[src/ryc_pkg.sv]
// ----------------------------------------------------------------------------
// Colour converter package
// Shared types, widths and constants for the per-pixel 3x3 matrix converter.
// ----------------------------------------------------------------------------
package ryc_pkg;

  localparam int unsigned CompW  = 8;
  localparam int unsigned CoefW  = 16;
  localparam int unsigned RowW   = 3 * CoefW;
  localparam int unsigned OpndW  = CompW + 1;
  localparam int unsigned ProdW  = OpndW + CoefW;
  localparam int unsigned FracW  = 13;
  localparam int unsigned NumCh  = 3;

  localparam logic [CompW-1:0] PlaneOff [NumCh] = '{8'd16, 8'd128, 8'd128};

  typedef enum logic [1:0] {
    REG_DIRECTION     = 2'd0,
    REG_COEF_ROW_ZERO = 2'd1,
    REG_COEF_ROW_ONE  = 2'd2,
    REG_COEF_ROW_TWO  = 2'd3
  } cfg_reg_e;

  typedef logic signed [OpndW-1:0] opnd_t;

  typedef struct packed {
    logic [CompW-1:0] comp_a;
    logic [CompW-1:0] comp_b;
    logic [CompW-1:0] comp_c;
    logic             chroma_site;
  } pixel_t;

  typedef struct packed {
    logic [CompW-1:0] out_a;
    logic [CompW-1:0] out_b;
    logic [CompW-1:0] out_c;
    logic             chroma_valid;
  } result_t;

  typedef struct packed {
    logic en;
    logic inverse;
  } lane_ctrl_t;

  typedef struct packed {
    logic valid;
    logic inverse;
    logic site;
  } stage_ctrl_t;

endpackage

[src/ryc_lane.sv]
// ----------------------------------------------------------------------------
// Colour converter lane
// One output channel: three registered products, then truncation of each
// plus offset (forward) or sum then truncation (inverse), and clamp.
// ----------------------------------------------------------------------------
module ryc_lane import ryc_pkg::*; (
  input  logic             clk_i,
  input  lane_ctrl_t       ctrl_i,
  input  opnd_t            opnd_i [NumCh],
  input  logic [RowW-1:0]  coef_i,
  input  logic [CompW-1:0] offset_i,
  output logic [CompW-1:0] value_o
);

  localparam int unsigned TrW  = ProdW - FracW;
  localparam int unsigned AccW = TrW + 3;
  localparam int unsigned SumW = ProdW + 2;
  localparam int unsigned ItrW = SumW - FracW;

  logic signed [ProdW-1:0] prod_d [NumCh];
  logic signed [ProdW-1:0] prod_q [NumCh];
  logic                    inverse_q;

  always_comb begin
    for (int k = 0; k < NumCh; k++) begin
      prod_d[k] = ProdW'(opnd_i[k] * $signed(coef_i[k*CoefW +: CoefW]));
    end
  end

  always_ff @(posedge clk_i) begin
    if (ctrl_i.en) begin
      prod_q    <= prod_d;
      inverse_q <= ctrl_i.inverse;
    end
  end

  logic signed [ProdW-1:0] biased [NumCh];
  logic signed [AccW-1:0]  fwd_acc;
  logic signed [SumW-1:0]  inv_sum;
  logic signed [SumW-1:0]  inv_biased;
  logic signed [AccW-1:0]  acc;

  always_comb begin
    fwd_acc = $signed({{(AccW-CompW){1'b0}}, offset_i});
    inv_sum = '0;
    for (int k = 0; k < NumCh; k++) begin
      biased[k] = prod_q[k] + (prod_q[k][ProdW-1] ? ProdW'((1 << FracW) - 1) : ProdW'(0));
      fwd_acc   = fwd_acc + $signed({{3{biased[k][ProdW-1]}}, biased[k][ProdW-1:FracW]});
      inv_sum   = inv_sum + $signed({{2{prod_q[k][ProdW-1]}}, prod_q[k]});
    end
    inv_biased = inv_sum + (inv_sum[SumW-1] ? SumW'((1 << FracW) - 1) : SumW'(0));
    if (inverse_q) begin
      acc = $signed({{(AccW-ItrW){inv_biased[SumW-1]}}, inv_biased[SumW-1:FracW]});
    end else begin
      acc = fwd_acc;
    end
    if (acc < 0) begin
      value_o = '0;
    end else if (acc > $signed(AccW'(255))) begin
      value_o = '1;
    end else begin
      value_o = acc[CompW-1:0];
    end
  end

endmodule

[src/rgb_yuv420_color_converter.sv]
// ----------------------------------------------------------------------------
// RGB / YUV 4:2:0 colour converter
// Per-pixel 3x3 matrix conversion with three parallel channel lanes and a
// merging output register that applies chroma site gating.
// ----------------------------------------------------------------------------
//   Channel   Ports                                  Handshake
//   pixel     start_i, busy_o, pix_i                 start_i && !busy_o
//   result    res_valid_o, res_o                     strobe, one cycle
//   config    cfg_we_i, cfg_idx_i, cfg_wdata_i       cfg_we_i
//
// One pixel transaction is accepted every clock cycle; busy_o is never high.
// Each pixel passes through the lane product registers, then the merged output
// register. Reset clears the configuration and all valid flags.
// The receiver cannot stall, so each result is shown for exactly one cycle.
// ----------------------------------------------------------------------------
module rgb_yuv420_color_converter import ryc_pkg::*; (
  input  logic             clk_i,
  input  logic             rst_ni,
  input  logic             start_i,
  output logic             busy_o,
  input  pixel_t           pix_i,
  output logic             res_valid_o,
  output result_t          res_o,
  input  logic             cfg_we_i,
  input  cfg_reg_e         cfg_idx_i,
  input  logic [RowW-1:0]  cfg_wdata_i
);

  logic            direction_q;
  logic [RowW-1:0] coef_q [NumCh];

  always_ff @(posedge clk_i or negedge rst_ni) begin
    if (!rst_ni) begin
      direction_q <= 1'b0;
      coef_q      <= '{default: '0};
    end else if (cfg_we_i) begin
      case (cfg_idx_i)
        REG_DIRECTION:     direction_q <= cfg_wdata_i[0];
        REG_COEF_ROW_ZERO: coef_q[0]   <= cfg_wdata_i;
        REG_COEF_ROW_ONE:  coef_q[1]   <= cfg_wdata_i;
        REG_COEF_ROW_TWO:  coef_q[2]   <= cfg_wdata_i;
        default: ;
      endcase
    end
  end

  assign busy_o = 1'b0;

  logic       accept;
  logic [CompW-1:0] comp [NumCh];
  opnd_t      opnd [NumCh];
  lane_ctrl_t lane_ctrl;
  logic [CompW-1:0] lane_val [NumCh];

  assign accept  = start_i && !busy_o;
  assign comp[0] = pix_i.comp_a;
  assign comp[1] = pix_i.comp_b;
  assign comp[2] = pix_i.comp_c;

  always_comb begin
    for (int k = 0; k < NumCh; k++) begin
      if (direction_q) begin
        opnd[k] = $signed({1'b0, comp[k]}) - $signed({1'b0, PlaneOff[k]});
      end else begin
        opnd[k] = $signed({1'b0, comp[k]});
      end
    end
  end

  assign lane_ctrl = '{en: accept, inverse: direction_q};

  for (genvar g = 0; g < NumCh; g++) begin : g_lane
    ryc_lane u_lane (
      .clk_i    (clk_i),
      .ctrl_i   (lane_ctrl),
      .opnd_i   (opnd),
      .coef_i   (coef_q[g]),
      .offset_i (PlaneOff[g]),
      .value_o  (lane_val[g])
    );
  end

  stage_ctrl_t st_q;

  always_ff @(posedge clk_i or negedge rst_ni) begin
    if (!rst_ni) begin
      st_q <= '0;
    end else begin
      st_q <= '{valid: accept, inverse: direction_q, site: pix_i.chroma_site};
    end
  end

  logic    res_valid_q;
  result_t res_d;
  result_t res_q;
  logic    chroma_keep;

  assign chroma_keep = st_q.inverse || st_q.site;

  always_comb begin
    res_d.out_a        = lane_val[0];
    res_d.out_b        = chroma_keep ? lane_val[1] : '0;
    res_d.out_c        = chroma_keep ? lane_val[2] : '0;
    res_d.chroma_valid = chroma_keep;
  end

  always_ff @(posedge clk_i or negedge rst_ni) begin
    if (!rst_ni) begin
      res_valid_q <= 1'b0;
    end else begin
      res_valid_q <= st_q.valid;
    end
  end

  always_ff @(posedge clk_i) begin
    if (st_q.valid) begin
      res_q <= res_d;
    end
  end

  assign res_valid_o = res_valid_q;
  assign res_o       = res_q;

  a_latency: assert property (@(posedge clk_i) disable iff (!rst_ni)
    start_i |-> ##2 res_valid_o)
    else $error("Accepted transaction did not give a result after two cycles.");

  a_no_spurious: assert property (@(posedge clk_i) disable iff (!rst_ni)
    !start_i |-> ##2 !res_valid_o)
    else $error("Result strobe without an accepted transaction.");

  a_chroma_gate: assert property (@(posedge clk_i) disable iff (!rst_ni)
    (res_valid_o && !res_o.chroma_valid) |-> (res_o.out_b == '0 && res_o.out_c == '0))
    else $error("Chroma outputs not cleared off a chroma site.");

  a_inverse_chroma: assert property (@(posedge clk_i) disable iff (!rst_ni)
    (start_i && direction_q) |-> ##2 res_o.chroma_valid)
    else $error("Inverse transaction gave a result without chroma.");

endmodule
[config.mk]
export PLATFORM = sky130hd
export DESIGN_NAME = rgb_yuv420_color_converter
export DESIGN_NICKNAME = d
export VERILOG_FILES = /design/src/ryc_pkg.sv /design/src/ryc_lane.sv /design/src/rgb_yuv420_color_converter.sv
export SDC_FILE = /design/constraint.sdc
export NUM_CORES = 2
export LEC_CHECK = 0
export ABC_CLOCK_PERIOD_IN_PS = 21800
export BUFFER_PORTS_ARGS = -buffer_cell sky130_fd_sc_hd__buf_4
export CORE_MARGIN = 8
export CORE_UTILIZATION = 50
export CTS_CLUSTER_DIAMETER = 50
export DETAILED_ROUTE_END_ITERATION = 12
export PLACE_DENSITY = 0.62
export SKIP_CTS_REPAIR_TIMING = 1
export SYNTH_ARGS = -nofsm -noshare
export SYNTH_HDL_FRONTEND = slang
export SYNTH_HIERARCHICAL = 1
export SYNTH_SLANG_ARGS = --single-unit
export TNS_END_PERCENT = 20
[constraint.sdc]
create_clock -name clk_i -period 21.8 [get_ports clk_i]
set_clock_uncertainty 0.15 [all_clocks]
set_input_delay 4.36 -clock clk_i [delete_from_list [all_inputs] [get_ports clk_i]]
set_output_delay 4.36 -clock clk_i [all_outputs]
set_load 0.01 [all_outputs]
==> impl_results.md <==
- HPWL after detailed placement: 142000 um
- DRC: 0
- Syn Std Cell Area: 0.0721 mm^2
- Sum of met3 wire segment lengths after detailed routing: 9640 um
- Via count of the first global-routing pass: 54200
- Wire length on met1: 74900 um
- Endpoint kind of the worst setup timing path: flop
- Part of the Yosys area used for sequential elements: 15.7%
- Most frequently used cell type in the post-synthesis netlist: sky130_fd_sc_hd__fa_1
- GR Util All Layers: 22.9%
- Count of pins over their slew limit: 0
- Placement-stage cell area: 0.0746 mm^2
- Top metal layer carrying routed signals: met4
- Cell with the largest stage delay on the worst path: sky130_fd_sc_hd__nor4b_1
- Number of enable flip-flop cells after synthesis: 253
- Die Wd: 396 um
- Final hold violation count: 0
- Post-synthesis simple-gate area fraction: 14.5%
- Total via count in the routed design: 50600
- CTS clock-pin slew for the worst setup and hold paths: 0.05 ns
- Number of buffers inserted by port buffering: 104
- Final worst path period share: 49.5%
- Via density per instance: 5.46
- Multiplexer share of the synthesized area: 2.46%
- Worst rel slew slack: 28.1%
- Crit Path Category: primary input to flop
- Pin count of the biggest net entering global routing: 90
- Die Span Y: 396 um
- Leading area contributor after synthesis: sky130_fd_sc_hd__fa_1
- Starting density of the core: 50.3%
- Initial drt markers: 2570
- Worst path buffer plus inverter count: 4
- Ys async rst share: 37.1%
- Source-to-sink clock delay at the later pin of the worst-skew pair: 0.66 ns
- Actual transition at the worst max-transition pin: 1.08 ns
- Number of levels the H-tree was split into: 3
- Area fraction in compound gates after synthesis: 8.47%
- Remaining global-route overflow: 0
- #FFs+latches synth: 402
- Category of cells accounting for the largest share of critical-path delay: adder cells
- Count of endpoints failing setup in the final report: 0
- Final GP Congestion: 0.920
- I/O pin count: 106
- Maximum capacitance violations: 0
- Slowest Stage Delay on Critical Path: 0.69 ns
- Post-synthesis share of cell area spent on xor and xnor gates: 5.09%
- Final net count: 9308
- Number of placed instances, taps included: 9123
- WP data required: 22.05 ns
- Clock buffer count from CTS: 72
- Detailed-route wire length per cell: 19.0 um
- Post-synthesis average cell area: 9.85 um^2
- Routed wire length: 176000 um
- Tmin final: 10.80 ns
- Design Area, Final: 0.0771 mm^2
- Share of Yosys cell area claimed by the top area cell type: 33.6%
- Cell depth of the worst hold path: 1
- Result of the run: complete, no violations
- Number of sinks on the clock net: 402
- Netlist cell types: 127
- Die Area: 0.157 mm^2
- Type of the most critical hold path: flop to flop
- Prevailing post-synth register cell: sky130_fd_sc_hd__edfxtp_1
- Worst path depth: 22
- Adder-cell share of the synthesized area: 46.2%
- Global-route wire length before repair: 290000 um
- Post-route setup TNS: 0 ns
- Gate Count Post-Synth: 7316
- Yosys synthesis warning count: 6
- Final setup slack of the worst path: 11.00 ns
- Share of layout cells above drive strength 1: 6.61%
- CTS tree: done
- Filler-free cell count of the finished design: 9256
- Post-DRT Antenna Nets: 0
- Maximum fanout encountered on the critical timing path: 48
- Fillers: 13000
- Area grow syn2layout: 6.92%
- Maximum clock path buffer count: 3
- Setup slack at placement: 10.35 ns
- Data arrival, critical path: 11.05 ns
- Peak clock frequency supported by timing: 92.6 MHz
- Dominant cells by area after synthesis: sky130_fd_sc_hd__fa_1, sky130_fd_sc_hd__ha_1, sky130_fd_sc_hd__edfxtp_1
- Kind of start point of the critical path: primary input
- Met2 wire length: 84100 um
- Row Count: 139
- Cell breakdown of the critical path: buf_4 > nor4b_1 > xor2_4 > buf_4 > nand2_1 > fa_1 > fa_1 > inv_1 > fa_1 > fa_1 > fa_1 > ha_1 > inv_1 > o21bai_1 > a21oi_1 > o21ai_0 > a41oi_1 > a2111oi_0 > o31a_1 > a21o_1 > a21oi_1 > xnor2_1
- RSZ-0062 raised after global routing: no
- Number of antenna violations at the first check in global routing: 5
- First-pass detailed-route iteration total: 5
- CTS Root Buffer Type: sky130_fd_sc_hd__clkbuf_16
- Leading post-synthesis cells by instance count: sky130_fd_sc_hd__fa_1, sky130_fd_sc_hd__inv_1, sky130_fd_sc_hd__nand2_1
- Path depth of the worst reg2reg path: 21
- Most used cell along the critical path: sky130_fd_sc_hd__fa_1
- Main combinational cell family by area after synthesis: adder cells
- Area of the core region: 0.143 mm^2
## layout by cell type (no fill, tap or decap), types with 31 or more instances in the layout
| cell | Yosys | layout |
|---|---|---|
| sky130_fd_sc_hd__o21bai_1 | 55 | 55 |
| sky130_fd_sc_hd__and3_1 | 31 | 31 |
| sky130_fd_sc_hd__fa_1 | 1209 | 1209 |
| sky130_fd_sc_hd__inv_1 | 1166 | 1166 |
| sky130_fd_sc_hd__nand2_1 | 852 | 852 |
| sky130_fd_sc_hd__mux2_2 | 138 | 138 |
| sky130_fd_sc_hd__buf_4 | 5 | 127 |
| sky130_fd_sc_hd__edfxtp_1 | 253 | 253 |
| sky130_fd_sc_hd__nor3_1 | 104 | 104 |
| sky130_fd_sc_hd__nor2b_1 | 55 | 55 |
| sky130_fd_sc_hd__a21oi_1 | 233 | 233 |
| sky130_fd_sc_hd__o21ai_0 | 113 | 113 |
| sky130_fd_sc_hd__a211oi_1 | 33 | 33 |
| sky130_fd_sc_hd__clkbuf_16 | 0 | 77 |
| sky130_fd_sc_hd__nor2_1 | 186 | 185 |
| sky130_fd_sc_hd__xor2_1 | 115 | 113 |
| sky130_fd_sc_hd__nand2b_1 | 153 | 153 |
| sky130_fd_sc_hd__dfrtp_1 | 149 | 148 |
| sky130_fd_sc_hd__and2_1 | 483 | 483 |
| sky130_fd_sc_hd__ha_1 | 726 | 724 |
| sky130_fd_sc_hd__a31oi_1 | 49 | 49 |
| sky130_fd_sc_hd__o21a_1 | 36 | 36 |
| sky130_fd_sc_hd__a21o_1 | 114 | 114 |
| sky130_fd_sc_hd__xnor2_1 | 302 | 301 |
| sky130_fd_sc_hd__nand3_1 | 107 | 106 |
## per-layer routing
metal  global-route usage, %  vias up
li1                        -    23500
met1                    29.9    25500
met2                    38.3     1256
met3                    3.58      272
met4                    9.03        0
met5                       0        -
## worst reg2reg max path, stage by stage, from the launching register on
cell	delay, ns
sky130_fd_sc_hd__dfrtp_1	1.05
sky130_fd_sc_hd__nor4b_1	0.74
sky130_fd_sc_hd__xor2_4	0.17
sky130_fd_sc_hd__buf_4	0.54
sky130_fd_sc_hd__nand2_1	0.22
sky130_fd_sc_hd__fa_1	0.50
sky130_fd_sc_hd__fa_1	0.49
sky130_fd_sc_hd__inv_1	0.05
sky130_fd_sc_hd__fa_1	0.44
sky130_fd_sc_hd__fa_1	0.52
sky130_fd_sc_hd__fa_1	0.43
sky130_fd_sc_hd__ha_1	0.34
sky130_fd_sc_hd__inv_1	0.05
sky130_fd_sc_hd__o21bai_1	0.14
sky130_fd_sc_hd__a21oi_1	0.11
sky130_fd_sc_hd__o21ai_0	0.38
sky130_fd_sc_hd__a41oi_1	0.25
sky130_fd_sc_hd__a2111oi_0	0.67
sky130_fd_sc_hd__o31a_1	0.28
sky130_fd_sc_hd__a21o_1	0.12
sky130_fd_sc_hd__a21oi_1	0.07
sky130_fd_sc_hd__xnor2_1	0.12
## final cells by class
cell class | instances | area, um^2 | area share (%)
flip-flops and latches | 402 | 11300 | 14.7
clock buffers | 85 | 2000 | 2.59
multi-input cells | 5521 | 55500 | 72.0
clock inverters | 47 | 498 | 0.646
diodes | 1 | 2.50 | 0.00325
well taps | 1903 | 2380 | 3.09
inverters | 1168 | 4380 | 5.69
repair buffers | 129 | 980 | 1.27
## cells by family (layout without fill, tap and decap cells)
kind of cell | Yosys count | count (layout)
other cells | 2 | 26
compound gates | 876 | 876
buf+inv | 1416 | 1429
flops | 402 | 402
simple gates | 2108 | 2108
fa+ha+maj | 1936 | 1936
xor+xnor | 418 | 418
mux | 158 | 158
## state kept, by name, indices dropped and copies added (netlist names)
name	cells
st_q	3
g_lane.u_lane/prod_q	225
res_valid_o	1
g_lane.u_lane/inverse_q	3
coef_q	144
direction_q	1
res_o	25
## final timing paths
kind                                    startpoint                                    end  slack, ns
max                                      pix_i[21]  g_lane[1].u_lane/prod_q[74]$_DFFE_PP_      11.00
min                        coef_q[128]$_DFFE_PN0P_                coef_q[128]$_DFFE_PN0P_       0.57
max reg2reg                direction_q$_DFFE_PN0P_  g_lane[1].u_lane/prod_q[74]$_DFFE_PP_      13.74
min reg2reg                coef_q[128]$_DFFE_PN0P_                coef_q[128]$_DFFE_PN0P_       0.57
max in group asynchronous                   rst_ni                      st_q[2]$_DFF_PN0_      16.34
min in group asynchronous                   rst_ni                coef_q[139]$_DFFE_PN0P_       3.63
## through the flow
step	util [%]	hold slack, ns
3_5_place_dp	52.0	0.553
3_3_place_gp	52.0	0.542
2_1_floorplan	-	0.312
6_report	53.8	0.566
4_1_cts	53.8	0.566
5_1_grt	53.8	0.604
Power is not shown: default switching activity piles up to over one toggle a cycle in this logic, so the estimate is an artifact.
